## config.mk

```make
export PLATFORM = sky130hd
export DESIGN_NAME = edge_weight_normalizer
export DESIGN_NICKNAME = d
export VERILOG_FILES = /design/src/rtl/enw_pkg.sv /design/src/rtl/edge_weight_normalizer.sv /design/src/rtl/enw_ram.sv /design/src/rtl/enw_div.sv
export VERILOG_INCLUDE_DIRS = /design/src /design/src/rtl
export SDC_FILE = /design/constraint.sdc
export NUM_CORES = 2
export LEC_CHECK = 0
export ABC_AREA = 1
export BUFFER_PORTS_ARGS = -buffer_cell sky130_fd_sc_hd__buf_2
export CAP_MARGIN = 20
export CORE_MARGIN = 10
export CORE_UTILIZATION = 50
export CTS_CLUSTER_DIAMETER = 60
export DETAILED_ROUTE_END_ITERATION = 7
export MAX_ROUTING_LAYER = met4
export PLACE_DENSITY = 0.65
export SETUP_SLACK_MARGIN = 0.05
export SYNTH_ARGS = -nofsm -noshare
export SYNTH_HDL_FRONTEND = slang
export SYNTH_SLANG_ARGS = --single-unit
```

## constraint.sdc

```tcl
create_clock -name i_clk -period 10.5 [get_ports i_clk]
set_input_delay 1.05 -clock i_clk [delete_from_list [all_inputs] [get_ports i_clk]]
set_output_delay 1.05 -clock i_clk [all_outputs]
set_load 0.03 [all_outputs]
```

## src/rtl/assert_macros.svh

```systemverilog
// Assertion macros shared by the RTL files.
`ifndef ASSERT_MACROS_SVH
`define ASSERT_MACROS_SVH

`ifndef ASSERT_OFF

// Checked at each rising clock edge, held off while reset is low.
`define ASSERT_CLK(lbl, clk, rst_n, prop, msg) \
    lbl: assert property (@(posedge clk) disable iff (!rst_n) prop) else $error(msg);

// Checked at each rising clock edge, reset included.
`define ASSERT_ALWAYS(lbl, clk, prop, msg) \
    lbl: assert property (@(posedge clk) prop) else $error(msg);

`else

`define ASSERT_CLK(lbl, clk, rst_n, prop, msg)
`define ASSERT_ALWAYS(lbl, clk, prop, msg)

`endif

`endif

```

## src/rtl/enw_pkg.sv

```systemverilog
package enw_pkg;

    // Sizing of the block.
    localparam int MAX_EDGES   = 64;
    localparam int NUM_TYPES   = 16;
    localparam int WEIGHT_BITS = 16;

    // Field widths fixed by the stream format.
    localparam int TYPE_W  = 4;
    localparam int SCALE_W = 16;
    localparam int CFG_IDX_W  = 2;
    localparam int CFG_DATA_W = 16;
    localparam int IN_DATA_W  = ((WEIGHT_BITS + TYPE_W + 7) / 8) * 8;
    localparam int OUT_DATA_W = ((WEIGHT_BITS + TYPE_W + 7) / 8) * 8;

    // Derived widths.
    localparam int ADDR_W = (MAX_EDGES > 1) ? $clog2(MAX_EDGES) : 1;
    localparam int CNT_W  = $clog2(MAX_EDGES + 1);
    localparam int GRP_W  = (NUM_TYPES > 1) ? $clog2(NUM_TYPES) : 1;
    localparam int SUM_W  = WEIGHT_BITS + ADDR_W;
    localparam int NT_W   = $clog2(NUM_TYPES + 1);
    localparam int DIV_W  = SUM_W + NT_W;
    localparam int PROD_W = WEIGHT_BITS + SCALE_W;

    // 1.0 in Q8.8, used where the selected group or total sum is zero.
    localparam int ONE_Q88 = 256;

    // Register indexes and reset values.
    localparam logic [CFG_IDX_W-1:0] REG_SCALE = CFG_IDX_W'(0);
    localparam logic [CFG_IDX_W-1:0] REG_MODE  = CFG_IDX_W'(1);
    localparam logic [SCALE_W-1:0]   SCALE_RESET = SCALE_W'(256);

    typedef logic [GRP_W-1:0] t_grp;

    // One buffered edge as held in the edge memory.
    typedef struct packed {
        logic [TYPE_W-1:0]      etype;
        logic [WEIGHT_BITS-1:0] weight;
    } t_edge_word;

    // Types beyond the last group fold into the last group.
    function automatic t_grp group_of(input logic [TYPE_W-1:0] t);
        t_grp g;
        if (int'(t) >= NUM_TYPES) begin
            g = t_grp'(NUM_TYPES - 1);
        end else begin
            g = t_grp'(t);
        end
        return g;
    endfunction

endpackage

```

## src/rtl/edge_weight_normalizer.sv

```systemverilog
// Channel  | Direction | Word                                          | Accepted when
// s_axis   | in        | tdata: edge_weight, edge_type; tlast: last    | tvalid && tready
// m_axis   | out       | tdata: new_weight, out_type; tlast; tuser     | tvalid && tready
// cfg      | in        | index 0 scale, index 1 per_type_mode          | valid && ready
//
// Collection takes one edge word per cycle; tready is low from the last edge until the
// last result of that vertex has been handed to the output register.
// Each result passes through a memory read, an operand load with both multipliers,
// 32 steps of the radix-2 divider, the done report of the divider and a hand-off;
// a stalled output adds its wait.
// Reset is synchronous and active low; the edge memory holds no reset and needs no sweep.
// The output register lets the next vertex start collecting while its last result waits.
`include "assert_macros.svh"

module edge_weight_normalizer import enw_pkg::*; (
    input  logic                  i_clk,
    input  logic                  i_rst_n,
    // Input edges.
    input  logic                  i_s_axis_tvalid,
    output logic                  o_s_axis_tready,
    input  logic [IN_DATA_W-1:0]  i_s_axis_tdata,  // [15:0] edge_weight, [19:16] edge_type
    input  logic                  i_s_axis_tlast,
    // Rescaled edges.
    output logic                  o_m_axis_tvalid,
    input  logic                  i_m_axis_tready,
    output logic [OUT_DATA_W-1:0] o_m_axis_tdata,  // [15:0] new_weight, [19:16] out_type
    output logic                  o_m_axis_tlast,
    output logic                  o_m_axis_tuser,  // [0] overflowed
    // Configuration writes.
    input  logic                  i_cfg_valid,
    output logic                  o_cfg_ready,
    input  logic [CFG_IDX_W-1:0]  i_cfg_index,
    input  logic [CFG_DATA_W-1:0] i_cfg_data
);

    typedef enum logic [2:0] {
        S_COLLECT,
        S_READ,
        S_LOAD,
        S_DIV,
        S_EMIT
    } t_state;

    t_state                 r_state;
    logic [CNT_W-1:0]       r_count;
    logic [ADDR_W-1:0]      r_idx;
    logic [SUM_W-1:0]       r_sums [NUM_TYPES];
    logic [SUM_W-1:0]       r_total;
    logic [NUM_TYPES-1:0]   r_present;
    logic [NT_W-1:0]        r_ntypes;
    logic                   r_drop;
    logic [SCALE_W-1:0]     r_scale;
    logic                   r_mode;
    logic [TYPE_W-1:0]      r_cur_type;
    logic                   r_cur_last;
    logic                   r_out_valid;
    logic [WEIGHT_BITS-1:0] r_out_weight;
    logic [TYPE_W-1:0]      r_out_type;
    logic                   r_out_last;
    logic                   r_out_ovf;

    logic                   in_fire;
    logic                   out_free;
    logic                   has_room;
    logic [WEIGHT_BITS-1:0] in_weight;
    logic [TYPE_W-1:0]      in_type;
    t_edge_word             wr_word;
    t_edge_word             rd_word;
    t_grp                   sums_grp;
    logic [SUM_W-1:0]       sums_rd;
    logic [SUM_W-1:0]       sum_sel;
    logic [SUM_W-1:0]       sum_eff;
    logic [NT_W-1:0]        nt_eff;
    logic [PROD_W-1:0]      div_dividend;
    logic [DIV_W-1:0]       div_divisor;
    logic                   div_done;
    logic [WEIGHT_BITS-1:0] div_quot;
    logic                   cur_last;

    // Unpacking of the input word and the handshakes.
    assign in_weight       = i_s_axis_tdata[WEIGHT_BITS-1:0];
    assign in_type         = i_s_axis_tdata[WEIGHT_BITS +: TYPE_W];
    assign o_s_axis_tready = (r_state == S_COLLECT);
    assign in_fire         = i_s_axis_tvalid & o_s_axis_tready;
    assign out_free        = !r_out_valid | i_m_axis_tready;
    assign has_room        = (r_count < CNT_W'(MAX_EDGES));
    assign o_cfg_ready     = 1'b1;

    assign wr_word.etype  = in_type;
    assign wr_word.weight = in_weight;

    // Edge memory, written while collecting and read in arrival order.
    enw_ram #(
        .WIDTH($bits(t_edge_word)),
        .DEPTH(MAX_EDGES)
    ) u_edge_ram (
        .i_clk     (i_clk),
        .i_wr_en   (in_fire & has_room),
        .i_wr_addr (r_count[ADDR_W-1:0]),
        .i_wr_data (wr_word),
        .i_rd_addr (r_idx),
        .o_rd_data (rd_word)
    );

    // One read port on the group sums, shared by accumulation and emission.
    always_comb begin
        sums_grp = (r_state == S_COLLECT) ? group_of(in_type) : group_of(rd_word.etype);
        sums_rd  = r_sums[sums_grp];
        sum_sel  = r_mode ? sums_rd : r_total;
        sum_eff  = (sum_sel == '0) ? SUM_W'(ONE_Q88) : sum_sel;
        nt_eff   = (r_mode && (r_ntypes != '0)) ? r_ntypes : NT_W'(1);
        div_dividend = PROD_W'(rd_word.weight) * PROD_W'(r_scale);
        div_divisor  = DIV_W'(sum_eff) * DIV_W'(nt_eff);
        cur_last     = ((CNT_W'(r_idx) + CNT_W'(1)) == r_count);
    end

    // The shared divider; operands are registered inside it at start.
    enw_div u_div (
        .i_clk      (i_clk),
        .i_rst_n    (i_rst_n),
        .i_start    (r_state == S_LOAD),
        .i_dividend (div_dividend),
        .i_divisor  (div_divisor),
        .o_done     (div_done),
        .o_quot     (div_quot)
    );

    // Sequencer, vertex state, registers and the output register.
    always_ff @(posedge i_clk) begin
        if (!i_rst_n) begin
            r_state     <= S_COLLECT;
            r_count     <= '0;
            r_idx       <= '0;
            r_total     <= '0;
            r_present   <= '0;
            r_ntypes    <= '0;
            r_drop      <= 1'b0;
            r_scale     <= SCALE_RESET;
            r_mode      <= 1'b1;
            r_out_valid <= 1'b0;
            for (int g = 0; g < NUM_TYPES; g++) begin
                r_sums[g] <= '0;
            end
        end else begin
            if (i_cfg_valid && o_cfg_ready) begin
                case (i_cfg_index)
                    REG_SCALE: r_scale <= i_cfg_data[SCALE_W-1:0];
                    REG_MODE:  r_mode  <= i_cfg_data[0];
                    default: ;
                endcase
            end

            // In the emit state the output register is reloaded instead.
            if (o_m_axis_tvalid && i_m_axis_tready && (r_state != S_EMIT)) begin
                r_out_valid <= 1'b0;
            end

            case (r_state)
                S_COLLECT: begin
                    if (in_fire) begin
                        if (has_room) begin
                            r_sums[sums_grp] <= sums_rd + SUM_W'(in_weight);
                            r_total          <= r_total + SUM_W'(in_weight);
                            r_count          <= r_count + CNT_W'(1);
                            if (!r_present[sums_grp]) begin
                                r_present[sums_grp] <= 1'b1;
                                r_ntypes            <= r_ntypes + NT_W'(1);
                            end
                        end else begin
                            r_drop <= 1'b1;
                        end
                        if (i_s_axis_tlast) begin
                            r_idx   <= '0;
                            r_state <= S_READ;
                        end
                    end
                end
                S_READ: begin
                    r_state <= S_LOAD;
                end
                S_LOAD: begin
                    r_cur_type <= rd_word.etype;
                    r_cur_last <= cur_last;
                    r_state    <= S_DIV;
                end
                S_DIV: begin
                    if (div_done) begin
                        r_state <= S_EMIT;
                    end
                end
                S_EMIT: begin
                    if (out_free) begin
                        r_out_valid  <= 1'b1;
                        r_out_weight <= div_quot;
                        r_out_type   <= r_cur_type;
                        r_out_last   <= r_cur_last;
                        r_out_ovf    <= r_drop;
                        if (r_cur_last) begin
                            r_count   <= '0;
                            r_total   <= '0;
                            r_present <= '0;
                            r_ntypes  <= '0;
                            r_drop    <= 1'b0;
                            for (int g = 0; g < NUM_TYPES; g++) begin
                                r_sums[g] <= '0;
                            end
                            r_state <= S_COLLECT;
                        end else begin
                            r_idx   <= r_idx + ADDR_W'(1);
                            r_state <= S_READ;
                        end
                    end
                end
                default: begin
                    r_state <= S_COLLECT;
                end
            endcase
        end
    end

    // Output word packing.
    assign o_m_axis_tvalid = r_out_valid;
    assign o_m_axis_tdata  = OUT_DATA_W'({r_out_type, r_out_weight});
    assign o_m_axis_tlast  = r_out_last;
    assign o_m_axis_tuser  = r_out_ovf;

    `ASSERT_CLK(a_count_bound, i_clk, i_rst_n, r_count <= CNT_W'(MAX_EDGES), "edge count too large")
    `ASSERT_CLK(a_ntypes_match, i_clk, i_rst_n, r_ntypes == NT_W'($countones(r_present)),
        "type count out of step with presence bits")
    `ASSERT_CLK(a_last_starts, i_clk, i_rst_n, in_fire && i_s_axis_tlast |=>
        r_state == S_READ && r_idx == '0, "emission did not start after the last edge")
    `ASSERT_CLK(a_list_clears, i_clk, i_rst_n,
        r_state == S_EMIT && out_free && r_cur_last |=> r_count == '0 && !r_drop,
        "vertex state not cleared after its last result")

endmodule

```

## src/rtl/enw_ram.sv

```systemverilog
module enw_ram #(
    parameter int WIDTH = 8,
    parameter int DEPTH = 16
) (
    input  logic                                   i_clk,
    input  logic                                   i_wr_en,
    input  logic [((DEPTH > 1) ? $clog2(DEPTH) : 1)-1:0] i_wr_addr,
    input  logic [WIDTH-1:0]                       i_wr_data,
    input  logic [((DEPTH > 1) ? $clog2(DEPTH) : 1)-1:0] i_rd_addr,
    output logic [WIDTH-1:0]                       o_rd_data
);

    logic [WIDTH-1:0] r_mem [DEPTH];
    logic [WIDTH-1:0] r_rd_data;

    // One write port and one registered read port.
    always_ff @(posedge i_clk) begin
        if (i_wr_en) begin
            r_mem[i_wr_addr] <= i_wr_data;
        end
        r_rd_data <= r_mem[i_rd_addr];
    end

    assign o_rd_data = r_rd_data;

endmodule

```

## src/rtl/enw_div.sv

```systemverilog
`include "assert_macros.svh"

module enw_div import enw_pkg::*; (
    input  logic                   i_clk,
    input  logic                   i_rst_n,
    input  logic                   i_start,
    input  logic [PROD_W-1:0]      i_dividend,
    input  logic [DIV_W-1:0]       i_divisor,
    output logic                   o_done,
    output logic [WEIGHT_BITS-1:0] o_quot
);

    localparam int STEP_W = (PROD_W > 1) ? $clog2(PROD_W) : 1;

    logic              r_busy;
    logic              r_done;
    logic [STEP_W-1:0] r_step;
    logic [PROD_W-1:0] r_quo;
    logic [DIV_W-1:0]  r_rem;
    logic [DIV_W-1:0]  r_div;

    logic [DIV_W:0]    rem_sh;
    logic [DIV_W:0]    rem_sub;
    logic              take;

    // One restoring step: bring down the next dividend bit and try a subtract.
    always_comb begin
        rem_sh  = {r_rem, r_quo[PROD_W-1]};
        rem_sub = rem_sh - {1'b0, r_div};
        take    = (rem_sh >= {1'b0, r_div});
    end

    // The quotient register doubles as the dividend shifter.
    always_ff @(posedge i_clk) begin
        if (!i_rst_n) begin
            r_busy <= 1'b0;
            r_done <= 1'b0;
            r_step <= '0;
        end else begin
            r_done <= 1'b0;
            if (i_start) begin
                r_busy <= 1'b1;
                r_step <= STEP_W'(PROD_W - 1);
                r_quo  <= i_dividend;
                r_rem  <= '0;
                r_div  <= i_divisor;
            end else if (r_busy) begin
                r_quo <= {r_quo[PROD_W-2:0], take};
                r_rem <= take ? rem_sub[DIV_W-1:0] : rem_sh[DIV_W-1:0];
                if (r_step == '0) begin
                    r_busy <= 1'b0;
                    r_done <= 1'b1;
                end else begin
                    r_step <= r_step - STEP_W'(1);
                end
            end
        end
    end

    // Quotients above the weight range saturate.
    assign o_quot = (|r_quo[PROD_W-1:WEIGHT_BITS]) ? '1 : r_quo[WEIGHT_BITS-1:0];
    assign o_done = r_done;

    `ASSERT_CLK(a_no_restart, i_clk, i_rst_n, i_start |-> !r_busy, "divider restarted while busy")
    `ASSERT_CLK(a_start_busy, i_clk, i_rst_n, i_start |=> r_busy, "divider did not start")
    `ASSERT_CLK(a_done_after, i_clk, i_rst_n, r_done |-> !r_busy && $past(r_busy), "stray done")

endmodule
```

==> reports/results.txt <==
Status -> finished, final reports clean
CTS Hold Bufs -> 0
DIE WIDTH -> 443 µm
Initial antenna violation count -> 11
Grt total ovfl -> 0
Synth top cells by count -> 1745 x edfxtp_1, 1500 x nor2_1, 1472 x nand2_1
Crit. End Element -> register
Crit-path most repeated cell -> nand2_1
Sequential Area -> 54500 µm²
Initial Util -> 50.2%
Detailed Routing Iterations Pass 1 -> 8
Yosys top cell area share -> 58.5%
Part of the power in registers -> 32.7%
Gate Count Post-Synth -> 8490
Total GRT Usage -> 25.5%
Yosys reg bits -> 1850
Part of the power in combinational logic -> 42.8%
# fillers -> 15200
Most used DFF post-synth -> edfxtp_1
Clock power share -> 24.5%
Simple-Gate Fraction of Synth Area -> 14.1%
Vias in the first global route -> 61100
Setup CP Type -> reg2reg
Total die area -> 197000 µm²
FMAX -> 129 MHz
Area contributors post-synth -> edfxtp_1 58%, nor2_1 6.3%, nand2_1 6.2%, fa_1 5.7%, o21ai_0 5.2%
Layout cell share with drive strength beyond 1 -> 7.57%
Max incr delay on CP -> 0.49 ns
Fin crit share -> 73.7%
Final setup violating endpoints -> 0
H-tree levels -> 4
Adder-cell share of the synthesized area -> 8.59%
Core ar. -> 178000 µm²
Max-Cap Viols -> 0
Wire per inst -> 22.8 µm
Post-synthesis async set-or-reset flop share -> 0%
Warnings, synthesis -> 0
Rows -> 155
Synth unique cells -> 60
Routed WL -> 250 mm
Setup slack after placement -> 2.44 ns
CTS Sinks -> 1850
DR iter-0 viols -> 6898
Max transition margin -> 22.7%
Internal power -> 15900 µW
TNS Setup -> 0 ns
Vias per Instance -> 5.80
Worst VDD drop -> 0.395 mV
Worst hold path type -> reg2reg
Critical Path RT -> 11.05 ns
Power density over the cells -> 281 nW/µm²
Final Slew Violations -> 0
Unrepaired setup endpoints after global routing -> no
Mapped Avg Cell Area -> 10.6 µm²
Largest family of logic cells by synthesized area -> simple AND/OR/NAND/NOR gates
Most frequent cell after synthesis -> edfxtp_1
Net Sw Frac -> 42.8%
Via count -> 63500
Worst-Margin Slew -> 1.16 ns
Final Hold Viols -> 0
Post-CTS Setup Bufs -> 0
Psw -> 11900 µW
Min Tclk post-route -> 7.74 ns
Remaining antenna violation count -> 0
Post-layout worst setup margin -> 2.76 ns
Port-buffer cells -> 67
Worst-Skew Late Latency -> 0.86 ns
Root cell of the clock tree -> clkbuf_16
EDFF count, synth -> 1745
Final HPWL DP -> 149 mm
Post-synthesis xor/xnor area fraction -> 0.990%
Worst hold margin -> 0.441 ns
CP max FO -> 49
Post-CTS sizing -> 0
Post-Syn Area -> 89600 µm²
Worst endpoint data arrival time -> 8.29 ns
Pin count of the biggest net entering global routing -> 170
Register area share after synthesis -> 60.8%
DRC viols -> 0
First-pass GRT wire length -> 375 mm
Post-synthesis mux area share -> 0%
CTS tree -> yes
Bufs on Longest Clock Path -> 3
Io pins -> 77
Area grow syn2layout -> 10.6%
CP max stage cell -> fa_1
Fin nets -> 8911
Cell Area, Placed -> 92600 µm²
Die extent in y -> 443 µm
Post-synth top area cell -> edfxtp_1
Gpl congestion -> 0.903
CTS Buf Count -> 193
Post-route design area -> 99100 µm²
Critical Path Source Type -> register
Clock-pin slew on the worst setup and hold paths -> 0.06 ns
Skew final -> 0.0616 ns
Fraction of the mapped netlist area in compound gates -> 10.5%
Multi-input gate area -> 30900 µm²
Leakage power -> 0.0378 µW
==> critical path: cells and delay by family, from the launching register on <==
kind	cells	cell delay, ns
simple gates	21	2.99
fa+ha+maj	4	1.81
compound gates	5	1.09
buf+inv	4	0.92
flops	1	0.36
xor+xnor	1	0.16
==> per-layer routing <==
layer / global-route usage, % / share of wire, % / vias up
met3: 3.76 / 8.5 / 530
met1: 33.2 / 40 / 31100
met4: 10.3 / 4.3 / 0
met5: - / 0 / -
met2: 40.3 / 47 / 2891
li1: - / - / 28900
==> registers in the layout, summed over array words and instances, names as in the netlist, 20 cells and up <==
register / count
r_total: 22
u_div.r_rem: 27
u_edge_ram.r_mem: 1280
u_div.r_div: 27
u_edge_ram.o_rd_data: 20
r_sums: 352
u_div.r_quo: 32
==> kinds of logic after synthesis <==
group,Yosys count
AND/OR/NAND/NOR,3236
flip-flops,1850
AO/OA/AOI/OAI,1676
buffers and inverters,1168
adder cells (fa/ha/maj),461
XOR/XNOR,97
other,2
==> stage by stage <==
stage          utilization [%]  power (µW)  std cells
4_1_cts                   55.4       27800      10900
6_report                  55.6       27800      10900
3_5_place_dp              51.9       20900      10600
5_1_grt                   55.5       29400      10900
3_3_place_gp              51.8       20800      10500
2_1_floorplan                -       16800       8493
==> worst paths after layout <==
check / from / end / slack, ns / cells past startpoint
setup / recovery: r_state[0] / u_div.r_div[25] / 2.76 / 35
setup reg to reg: r_state[0] / u_div.r_div[25] / 2.76 / 35
hold / removal: r_cur_type[1] / r_out_type[1] / 0.44 / 0
hold reg to reg: r_cur_type[1] / r_out_type[1] / 0.44 / 0
==> final cells by class <==
cell class,count,share of cell area [%]
Multi-Input combinational cell,5475,31.2
Inverter,650,2.48
Antenna cell,8,0.0202
Tap cell,2355,2.97
Sequential cell,1850,55.0
Timing Repair Buffer,232,1.92
Clock inverter,117,1.25
Clock buffer,244,5.13
==> power groups by stage <==
stage | Clock, µW | Combinational [µW] | Sequential, µW
after floorplan | 0 | 7810 | 8970
after global placement | 0 | 11500 | 9230
after detailed placement | 0 | 11700 | 9250
after CTS | 6880 | 11800 | 9100
after global routing | 7170 | 13100 | 9150
final | 6810 | 11900 | 9100
==> cell usage in the layout, fill, tap and decap left out, drive strengths merged, types with 5 or more instances in the layout <==
cell      synthesis  routed
inv             642     654
clkinv            8      89
dfxtp           105     105
o211ai           24      24
xnor2            36      36
a21oi           203     203
edfxtp         1745    1745
conb              2       5
o22ai           350     350
o221ai           43      43
nand3           167     167
a211oi            5       5
fa              257     257
o21a              9       9
xor2             61      61
nand2          1476    1476
ha              204     204
nor4              9       9
nor3             20      20
o31ai             8       8
a21o             12      12
clkbuf          428     245
clkinvlp          0       8
o32ai            12      12
or2              27      27
bufinv            0      16
o21bai           20      20
diode             0       8
a31oi            27      27
o311ai            8       8
o21ai           934     934
buf              90     231
nor2           1513    1513
a21boi            5       5
nand4            19      19
Power figures use the tool's default switching activity.
